<file path="config.mk">
export PLATFORM = sky130hd
export DESIGN_NAME = sliding_window_extremes_unit
export DESIGN_NICKNAME = d
export VERILOG_FILES = /design/src/rtl/swe_pkg.sv /design/src/rtl/swe_cell.sv /design/src/rtl/swe_scan.sv /design/src/rtl/sliding_window_extremes_unit.sv
export VERILOG_INCLUDE_DIRS = /design/src /design/src/rtl
export SDC_FILE = /design/constraint.sdc
export NUM_CORES = 2
export LEC_CHECK = 0
export ABC_CLOCK_PERIOD_IN_PS = 47100
export BUFFER_PORTS_ARGS = -buffer_cell sky130_fd_sc_hd__clkbuf_2
export CAP_MARGIN = 20
export CORE_MARGIN = 2
export CORE_UTILIZATION = 30
export CTS_CLUSTER_SIZE = 10
export DETAILED_ROUTE_END_ITERATION = 10
export MAX_ROUTING_LAYER = met4
export PLACE_DENSITY = 0.44
export SLEW_MARGIN = 20
export SYNTH_ARGS = -nofsm -noshare
export SYNTH_HDL_FRONTEND = slang
export SYNTH_SLANG_ARGS = --single-unit
</file>
<file path="constraint.sdc">
create_clock -name clk -period 47.1 [get_ports clk]
set_input_delay 0 -clock clk [delete_from_list [all_inputs] [get_ports clk]]
set_output_delay 0 -clock clk [all_outputs]
set_load 0.01 [all_outputs]
</file>
<file path="src/rtl/sliding_window_extremes_unit_assert.svh">
// assertion macros for the sliding window extremes unit
// each expects clk and arst_n to be visible where it is used
`ifndef SLIDING_WINDOW_EXTREMES_UNIT_ASSERT_SVH
`define SLIDING_WINDOW_EXTREMES_UNIT_ASSERT_SVH

// same-cycle implication
`define SWE_ASSERT_NOW(label, ante, cons) \
	label: assert property (@(posedge clk) disable iff (!arst_n) (ante) |-> (cons)) \
		else $error("swe assertion failed");

// next-cycle implication
`define SWE_ASSERT_NEXT(label, ante, cons) \
	label: assert property (@(posedge clk) disable iff (!arst_n) (ante) |=> (cons)) \
		else $error("swe assertion failed");

`endif

</file>
<file path="src/rtl/swe_pkg.sv">
`timescale 1ns / 1ps
`default_nettype none

package swe_pkg;

	localparam int WINDOW_MAX = 64;
	localparam int AGE_W      = $clog2(WINDOW_MAX);
	localparam int LEN_W      = AGE_W + 1;
	localparam int SAMPLE_W   = 32;
	localparam int POS_W      = 6;
	localparam int CFG_W      = 7;

	typedef logic signed [SAMPLE_W-1:0] sample_t;
	typedef logic [AGE_W-1:0]           age_t;
	typedef logic [LEN_W-1:0]           len_t;
	typedef logic [POS_W-1:0]           pos_t;

	// per-cell shift control: shift takes a new item in, rot turns the ring
	typedef struct packed {
		logic shift;
		logic rot;
	} cell_ctl_t;

	// compare unit control
	typedef struct packed {
		logic en;     // a scan step happens this cycle
		logic first;  // newest sample, seeds the accumulators
		logic in_win; // tap lies inside the window
	} scan_ctl_t;

	typedef enum logic [1:0] {
		ST_IDLE = 2'b01,
		ST_SCAN = 2'b10
	} state_t;

endpackage

`default_nettype wire

</file>
<file path="src/rtl/swe_cell.sv">
`timescale 1ns / 1ps
`default_nettype none

module swe_cell import swe_pkg::*; (
	input  wire logic      clk,
	input  wire cell_ctl_t ctl,
	input  wire sample_t   shift_in,
	input  wire sample_t   rot_in,
	output sample_t        q
);

	sample_t data_q;

	always_ff @(posedge clk) begin
		if (ctl.shift) begin
			data_q <= shift_in;
		end else if (ctl.rot) begin
			data_q <= rot_in;
		end
	end

	assign q = data_q;

endmodule

`default_nettype wire

</file>
<file path="src/rtl/swe_scan.sv">
`timescale 1ns / 1ps
`default_nettype none

module swe_scan import swe_pkg::*; (
	input  wire logic      clk,
	input  wire scan_ctl_t ctl,
	input  wire sample_t   tap,
	input  wire age_t      age,
	input  wire len_t      len,
	output sample_t        nxt_max,
	output sample_t        nxt_min,
	output pos_t           nxt_pmax,
	output pos_t           nxt_pmin
);

	sample_t max_q;
	sample_t min_q;
	pos_t    pmax_q;
	pos_t    pmin_q;
	pos_t    pos;

	// offset from the oldest window sample
	assign pos = POS_W'(len - len_t'(1) - len_t'(age));

	// walking from newest to oldest, >= / <= hand ties to the older sample
	always_comb begin
		nxt_max  = max_q;
		nxt_min  = min_q;
		nxt_pmax = pmax_q;
		nxt_pmin = pmin_q;
		if (ctl.first) begin
			nxt_max  = tap;
			nxt_min  = tap;
			nxt_pmax = pos;
			nxt_pmin = pos;
		end else if (ctl.in_win) begin
			if (tap >= max_q) begin
				nxt_max  = tap;
				nxt_pmax = pos;
			end
			if (tap <= min_q) begin
				nxt_min  = tap;
				nxt_pmin = pos;
			end
		end
	end

	always_ff @(posedge clk) begin
		if (ctl.en) begin
			max_q  <= nxt_max;
			min_q  <= nxt_min;
			pmax_q <= nxt_pmax;
			pmin_q <= nxt_pmin;
		end
	end

endmodule

`default_nettype wire

</file>
<file path="src/rtl/sliding_window_extremes_unit.sv">
`timescale 1ns / 1ps
`default_nettype none

// channel   dir  handshake          payload
// s_*       in   s_tvalid/s_tready  tdata: sample; tuser: series_start
// m_*       out  m_tvalid/m_tready  tdata: window_max, window_min, max_position, min_position
// config    in   window_length_we   window_length (7 bits)
//
// an item is first shifted into the cell ring, then scanned in 64 steps
// in which the ring turns once past the single compare tap at cell 0
// a result sits in the output register while the next item is accepted and scanned;
// the last scan step waits while that register is still occupied
// arst_n clears control state, window_length resets to 1; cell contents need no reset
// cells never written are only ever looked at outside the window, so no clearing pass

module sliding_window_extremes_unit import swe_pkg::*; (
	input  wire logic              clk,
	input  wire logic              arst_n,
	// config write
	input  wire logic              window_length_we,
	input  wire logic [CFG_W-1:0]  window_length,
	// input items
	input  wire logic              s_tvalid,
	output logic                   s_tready,
	input  wire logic [31:0]       s_tdata,  // [31:0] sample
	input  wire logic              s_tuser,  // [0] series_start
	// result items
	output logic                   m_tvalid,
	input  wire logic              m_tready,
	output logic [79:0]            m_tdata   // [31:0] window_max, [63:32] window_min,
	                                         // [69:64] max_position, [75:70] min_position
);

	state_t             state_q;
	age_t               cnt_q;
	len_t               len_q;
	len_t               fill_q;
	logic [CFG_W-1:0]   wlen_q;

	logic               accept;
	logic               scanning;
	logic               last;
	logic               out_free;
	logic               advance;
	logic               load;

	len_t               fill_base;
	len_t               fill_nxt;
	len_t               wlen_eff;
	len_t               len_nxt;

	cell_ctl_t          cell_ctl;
	scan_ctl_t          scan_ctl;
	sample_t            cell_q [WINDOW_MAX];

	sample_t            nxt_max;
	sample_t            nxt_min;
	pos_t               nxt_pmax;
	pos_t               nxt_pmin;

	logic               m_tvalid_q;
	sample_t            max_q;
	sample_t            min_q;
	pos_t               pmax_q;
	pos_t               pmin_q;

	// handshake and sequencing
	assign scanning = (state_q == ST_SCAN);
	assign s_tready = (state_q == ST_IDLE);
	assign accept   = s_tvalid && s_tready;
	assign last     = (cnt_q == age_t'(WINDOW_MAX - 1));
	assign out_free = !m_tvalid_q || m_tready;
	assign advance  = scanning && (!last || out_free);
	assign load     = advance && last;

	// window length clamp: zero means one, cap at the ring depth, then at the fill
	always_comb begin
		fill_base = s_tuser ? '0 : fill_q;
		fill_nxt  = (fill_base < len_t'(WINDOW_MAX)) ? fill_base + len_t'(1) : fill_base;
		if (wlen_q == '0) begin
			wlen_eff = len_t'(1);
		end else if ({1'b0, wlen_q} > (CFG_W + 1)'(WINDOW_MAX)) begin
			wlen_eff = len_t'(WINDOW_MAX);
		end else begin
			wlen_eff = len_t'(wlen_q);
		end
		len_nxt = (wlen_eff > fill_nxt) ? fill_nxt : wlen_eff;
	end

	always_ff @(posedge clk or negedge arst_n) begin
		if (!arst_n) begin
			wlen_q <= CFG_W'(1);
		end else if (window_length_we) begin
			wlen_q <= window_length;
		end
	end

	always_ff @(posedge clk or negedge arst_n) begin
		if (!arst_n) begin
			state_q <= ST_IDLE;
			cnt_q   <= '0;
			fill_q  <= '0;
			len_q   <= len_t'(1);
		end else begin
			unique case (state_q)
				ST_IDLE: begin
					if (accept) begin
						state_q <= ST_SCAN;
						cnt_q   <= '0;
						fill_q  <= fill_nxt;
						len_q   <= len_nxt;
					end
				end
				ST_SCAN: begin
					if (advance) begin
						cnt_q <= last ? '0 : cnt_q + age_t'(1);
						if (last) begin
							state_q <= ST_IDLE;
						end
					end
				end
				default: begin
					state_q <= ST_IDLE;
					cnt_q   <= '0;
				end
			endcase
		end
	end

	// cell ring: newest at cell 0; a shift pushes the oldest out,
	// a rotation brings the next older sample to the tap
	assign cell_ctl.shift = accept;
	assign cell_ctl.rot   = advance;

	for (genvar i = 0; i < WINDOW_MAX; i++) begin : g_cell
		localparam int PREV = (i == 0) ? 0 : i - 1;
		localparam int NEXT = (i + 1) % WINDOW_MAX;
		swe_cell u_cell (
			.clk      (clk),
			.ctl      (cell_ctl),
			.shift_in ((i == 0) ? sample_t'(s_tdata) : cell_q[PREV]),
			.rot_in   (cell_q[NEXT]),
			.q        (cell_q[i])
		);
	end

	// compare unit at the tap; cnt_q is the age of the sample there
	assign scan_ctl.en     = advance;
	assign scan_ctl.first  = (cnt_q == '0);
	assign scan_ctl.in_win = (len_t'(cnt_q) < len_q);

	swe_scan u_scan (
		.clk      (clk),
		.ctl      (scan_ctl),
		.tap      (cell_q[0]),
		.age      (cnt_q),
		.len      (len_q),
		.nxt_max  (nxt_max),
		.nxt_min  (nxt_min),
		.nxt_pmax (nxt_pmax),
		.nxt_pmin (nxt_pmin)
	);

	// output register
	always_ff @(posedge clk or negedge arst_n) begin
		if (!arst_n) begin
			m_tvalid_q <= 1'b0;
		end else if (load) begin
			m_tvalid_q <= 1'b1;
		end else if (m_tready) begin
			m_tvalid_q <= 1'b0;
		end
	end

	always_ff @(posedge clk) begin
		if (load) begin
			max_q  <= nxt_max;
			min_q  <= nxt_min;
			pmax_q <= nxt_pmax;
			pmin_q <= nxt_pmin;
		end
	end

	assign m_tvalid = m_tvalid_q;
	assign m_tdata  = {4'b0, pmin_q, pmax_q, min_q, max_q};

	`include "sliding_window_extremes_unit_assert.svh"

	// idle always leaves the ring aligned, newest at the tap
	`SWE_ASSERT_NOW(a_idle_aligned, s_tready, cnt_q == '0)
	// window never empty, never past what the series has delivered
	`SWE_ASSERT_NOW(a_len_range, scanning, (len_q != '0) && (len_q <= fill_q))
	// finishing a scan always presents a result
	`SWE_ASSERT_NEXT(a_load_valid, load, m_tvalid)
	// an accepted item always starts a scan
	`SWE_ASSERT_NEXT(a_accept_scan, accept, scanning && (cnt_q == '0))

endmodule

`default_nettype wire

</file>
Yosys cells after proc, flatten, opt, wreduce, memory -nomap -nowiden
Cells that the tools add are included.
- $add $sub $neg: 4
- order comparisons: 6
- eq/ne operators: 6
- muxes and demuxes: 155
- reductions and logical operators: 14
- operators with widths (kind ; number):
    $mux W32 ; 134
    $mux W6 ; 9
    $mux W7 ; 5
    $ge A32 B32 Y1 ; 1
    $le A32 B32 Y1 ; 1
    $pmux W6 S2 ; 1
    $add A7 B1 Y7 const B ; 1
    $gt A7 B7 Y1 ; 1
    $gt A7 B7 Y1 const B ; 1
    $logic_not A7 Y1 ; 1
    $lt A6 B7 Y1 ; 1
    $lt A7 B7 Y1 const B ; 1
    $add A6 B1 Y6 const B ; 1
    $eq A6 B6 Y1 const B ; 1
    $logic_not A6 Y1 ; 1
    $mux W2 ; 3
    $ne A2 B1 Y1 const B ; 3
    $sub A6 B1 Y6 const B ; 1
    $sub A6 B6 Y6 ; 1
    $pmux W2 S2 ; 1
    $reduce_and A2 Y1 ; 2
    $reduce_bool A2 Y1 ; 2
    $logic_and A1 B1 Y1 ; 3
    $reduce_and A3 Y1 ; 1
    other kinds (5) ; 8
- flip-flop bits (word level): 2230
- input bits: 45
- output and inout port bits: 82

Logic depth before layout (Yosys ltp)
- word-level depth: 6
- mapped depth: 16
- gate-level depth less buffers: 14

Hierarchy
From an unflattened synthesis, not the netlist that was laid out.
- cell total of the unflattened synthesis: 5111
- area total of the unflattened synthesis: 105820.2 um^2
- modules (own cells, without submodules) (module ; instances ; cells an instance ; area each (um^2) ; seq. area each (um^2)):
    swe_cell ; 64 ; 69 ; 1507.7 ; 960.9
    swe_scan ; 1 ; 416 ; 5134.9 ; 2282.2
    sliding_window_extremes_unit ; 1 ; 279 ; 4192.8 ; 3036.7

Worst setup path before layout
Ideal clock, no wire load.
- kind: register -> register
- start point: register state_q[1]
- end point: register g_cell[0].u_cell.data_q[0] (enable)
- library setup time: 13826 ps
- data arrival time: 34244 ps
- data required time: 33274 ps
- slack: -970 ps
- cell stages (with the launch flop): 7
- clock period less this slack: 48070 ps
- cell sequence: dfrtp_1 -> nand2b_1 -> inv_1 -> nand2_1 -> clkbuf_1 -> clkbuf_1 -> nand2_1
- longest elaborated chain between the ends: 3
- elaborated cells between the ends (all ways): 5
- those cells by class: eq/ne: 2; reduce/logical: 3
- ends and longest elaborated chain (element ; line ; text):
    start: declaration ; sliding_window_extremes_unit.sv:34 ; state_t state_q;
    start signal: assignment ; sliding_window_extremes_unit.sv:100 ; state_q <= ST_IDLE;
    start signal: assignment ; sliding_window_extremes_unit.sv:108 ; state_q <= ST_SCAN;
    start signal: assignment ; sliding_window_extremes_unit.sv:118 ; state_q <= ST_IDLE;
    $eq A2 B1 Y1 ; sliding_window_extremes_unit.sv:69 ; assign s_tready = (state_q == ST_IDLE);
    named net s_tready ; sliding_window_extremes_unit.sv:24 ; output logic s_tready,
    $logic_and A1 B1 Y1 ; sliding_window_extremes_unit.sv:70 ; assign accept = s_tvalid && s_tready;
    $reduce_bool A2 Y1 (no source line) ; n/a ;
    end signal: assignment ; swe_cell.sv:16 ; data_q <= shift_in;
    end signal: assignment ; swe_cell.sv:18 ; data_q <= rot_in;
    end: declaration ; swe_cell.sv:12 ; sample_t data_q;
The timed path passes the listed nets, and every way through them passes these cells.
A chain may end at the register's enable or synchronous reset.

Worst setup path after layout
- start point: register state_q[0]
- end point: register g_cell[4].u_cell.data_q[11] (enable)
- longest elaborated chain between the ends: 3
- elaborated cells between the ends (all ways): 5
- those cells by class: eq/ne: 2; reduce/logical: 3
- ends and longest elaborated chain (element ; line):
    $eq A2 B1 Y1 or $eq A2 B2 Y1 (tied branches) ; sliding_window_extremes_unit.sv:69, sliding_window_extremes_unit.sv:68
    $logic_and A1 B1 Y1 (on tied branches) ; sliding_window_extremes_unit.sv:70, sliding_window_extremes_unit.sv:73
    $reduce_bool A2 Y1 (no source line) * ; n/a
    end signal: assignment ; swe_cell.sv:16
    end signal: assignment ; swe_cell.sv:18
    end: declaration ; swe_cell.sv:12
Mark *: on every way between the ends. The rest lies on a longest branch, timed or not.

==> impl_metrics.env <==
export IMPL_synthFlopType="edfxtp_1"
export IMPL_core_area_mm2=0.318
export IMPL_grt_pass1_wl_um=339000
export IMPL_layout_drive_gt1_share_pct=6.20
export IMPL_maxCapViolCount=0
export IMPL_ys_async_sr_fraction_pct=1.35
export IMPL_post_cts_buffers=0
export IMPL_synth_area_top_cells="edfxtp_1, nand2_1, clkbuf_1"
export IMPL_insertion_delay_ns=0.83
export IMPL_viasPerCell=4.54
export IMPL_ys_ff_latch=2230
export IMPL_clk_pin_slew_ns=0.06
export IMPL_power_total_mw=8.06
export IMPL_ff2ff_path_depth=7
export IMPL_fin_setup_tns_ns=0
export IMPL_dpl_cell_area_mm2=0.100
export IMPL_period_minus_slack_ns=5.05
export IMPL_hp_start="s_tdata[11]"
export IMPL_drv_slew=0
export IMPL_maxSlewHeadroom_pct=17.9
export IMPL_cp_start_kind="flop"
export IMPL_ys_warn_count=0
export IMPL_start_util_pct=30.1
export IMPL_synthTopCellsByCount="nand2_1, edfxtp_1, clkbuf_1, ha_1, inv_1"
export IMPL_clk_path_buf_depth=4
export IMPL_cts_resized=0
export IMPL_p_leak_nw=45.8
export IMPL_clock_sinks=2230
export IMPL_synth_top_area_share_pct=69.1
export IMPL_final_fill_count=32400
export IMPL_crit_start="state_q[0]"
export IMPL_cellPowerDensity_mw_per_mm2=74.3
export IMPL_min_to="g_cell[0].u_cell.q[11]"
export IMPL_place_inst=13200
export IMPL_portBuffers=122
export IMPL_worstMarginPinSlew_ns=1.23
export IMPL_timing_rr_end="g_cell[4].u_cell.q[11]"
export IMPL_rsz0062_at_grt="false"
export IMPL_syn_area_per_cell_um2=10.2
export IMPL_path_max_fanout=95
export IMPL_slowest_delay_ns=0.90
export IMPL_drt_iter0_markers=4997
export IMPL_rows=207
export IMPL_timing_rr_start="state_q[0]"
export IMPL_cp_top_family="buffers and inverters"
export IMPL_routedWlPerCell_um=15.1
export IMPL_grt_max_degree=211
export IMPL_ctsHoldBuffers=73
export IMPL_netlist_top_cell_by_area="edfxtp_1"
export IMPL_final_area_mm2=0.108
export IMPL_crit_chain="nand2b_1 -> inv_1 -> nand2_4 -> nand2_8 -> buf_4 -> buf_4 -> buf_4"
export IMPL_synth_edf_count=2200
export IMPL_dr_pass1_iters=5
export IMPL_crit_cells=7
export IMPL_drc=0
export IMPL_routabilityCongestion=0.772
export IMPL_holdWs_ns=0.0858
export IMPL_ys_seq_area_share_pct=69.9
export IMPL_grt_pass1_vias=63700
export IMPL_crit_slowest_cell="buf_4"
export IMPL_routed_wirelength_um=207000
export IMPL_fmax_ghz=0.198
export IMPL_crit_type="reg -> reg"
export IMPL_outcome="finished clean"
export IMPL_track_usage_pct=12.9
export IMPL_area_growth_pct=13.4
export IMPL_end_kind="flop"
export IMPL_cpMostUsedCell="buf_4"
export IMPL_num_vias=62100
export IMPL_hp_class="in -> reg"
export IMPL_setup_viol=0
export IMPL_cts_buffers=271
export IMPL_arrival_ns=5.48
export IMPL_worst_slack_ns=42.05
export IMPL_holdPathStages=4
export IMPL_ant_nets=0
export IMPL_cts_tree="done"
export IMPL_htree_levels=5
export IMPL_synth_cell_types=48
export IMPL_grt_ovfl_total=0
export IMPL_hold_violations=0
export IMPL_r2r_setup_slack_ns=42.05
export IMPL_finalNonFillerCells=13700
export IMPL_synthesis_area_mm2=0.0956
export IMPL_die_area_mm2=0.323
export IMPL_antenna_found_initial=4
export IMPL_dp_slack_ns=41.96
export IMPL_fin_crit_sh_pct=10.7
export IMPL_ir_worst_vdd_v=0.0000478
export IMPL_cp_buffers_inverters=4
export IMPL_nets=9538
export IMPL_post_route_util_pct=34.1
export IMPL_chipWidth_um=568
export IMPL_cts_root_buffer="clkbuf_16"
export IMPL_syn_instance_count=9340
export IMPL_io_pins=127
export IMPL_die_h_um=568
export IMPL_finClkSkew_ns=0.0295
export IMPL_synth_most_common_cell="nand2_1"
export IMPL_crit_required_ns=47.53
export IMPL_dp_hpwl_um=120000
state kept, by name (all words and copies together) (netlist names), 2 cells and up:
name             flops
pmax_q               6
max_q               32
min_q               32
fill_q               7
wlen_q               7
u_scan.max_q        32
u_scan.pmax_q        6
u_scan.min_q        32
g_cell.u_cell.q   2048
pmin_q               6
u_scan.pmin_q        6
len_q                7
cnt_q                6
state_q              2
tightest hold or removal path, cell delays in order:
cell and delay (ns):
dlygate4sd3_1 0.54, clkbuf_2 0.10, nand2_1 0.09, nand2_1 0.07
where the power goes:
group	switching [mW]	total [mW]	internal (mW)	leakage, nW
Sequential	0.508	4.16	3.65	21.4
Combinational	1.43	2.04	0.612	20.9
Clock	0.783	1.85	1.07	3.60
worst max path at each step:
stage	endpoint	slack (ns)
floorplan	g_cell[0].u_cell.q[0]	20.03
detailed placement	g_cell[3].u_cell.q[11]	41.96
global placement	g_cell[10].u_cell.q[10]	42.00
finish	g_cell[4].u_cell.q[11]	42.05
global route	g_cell[58].u_cell.q[2]	41.61
CTS	g_cell[4].u_cell.q[11]	41.92
routing by layer:
metal | part of all wire [%] | GRT usage [%] | up-vias
met5 | 0 | - | -
met4 | 3.4 | 4.47 | 0
met3 | 3.1 | 1.67 | 383
met2 | 46 | 20.4 | 795
met1 | 47 | 17.1 | 30500
li1 | - | - | 30400
cell families (layout without fill, tap and decap cells):
logic type | Yosys count | count (layout) | synth area share (%)
muxes | 85 | 85 | 1.16
DFF | 2230 | 2230 | 69.9
and+or+nand+nor | 6268 | 6268 | 24.8
xor gates and xnor gates | 9 | 9 | 0.0825
AOI/OAI and AO/OA | 107 | 107 | 0.664
buffers and inverters | 555 | 697 | 2.28
adders and majority gates | 85 | 85 | 1.12
other | 1 | 7 | 0.00392
area by class of cell:
type | instances | area [um^2] | area share (%)
Sequential cell | 2230 | 66800 | 61.6
Tap cell | 4180 | 5230 | 4.83
Multi-Input combinational cell | 6558 | 26600 | 24.6
Clock inverter | 19 | 189 | 0.174
Clock buffer | 331 | 7200 | 6.64
Inverter | 81 | 304 | 0.281
Antenna cell | 3 | 7.51 | 0.00693
Timing Repair Buffer | 266 | 2000 | 1.84
cells in the final DEF (no fill, tap or decap), types with 37 or more instances in the layout:
cell type / netlist / routed
clkbuf_1: 435 / 51
nand2_1: 6181 / 6179
inv_1: 81 / 80
buf_4: 5 / 60
a21oi_1: 37 / 37
ha_1: 84 / 84
clkbuf_2: 0 / 122
mux2_4: 40 / 40
mux2_2: 44 / 44
edfxtp_1: 2200 / 2200
clkbuf_16: 0 / 280
dlygate4sd3_1: 0 / 72
Power figures use the tool's default switching activity.
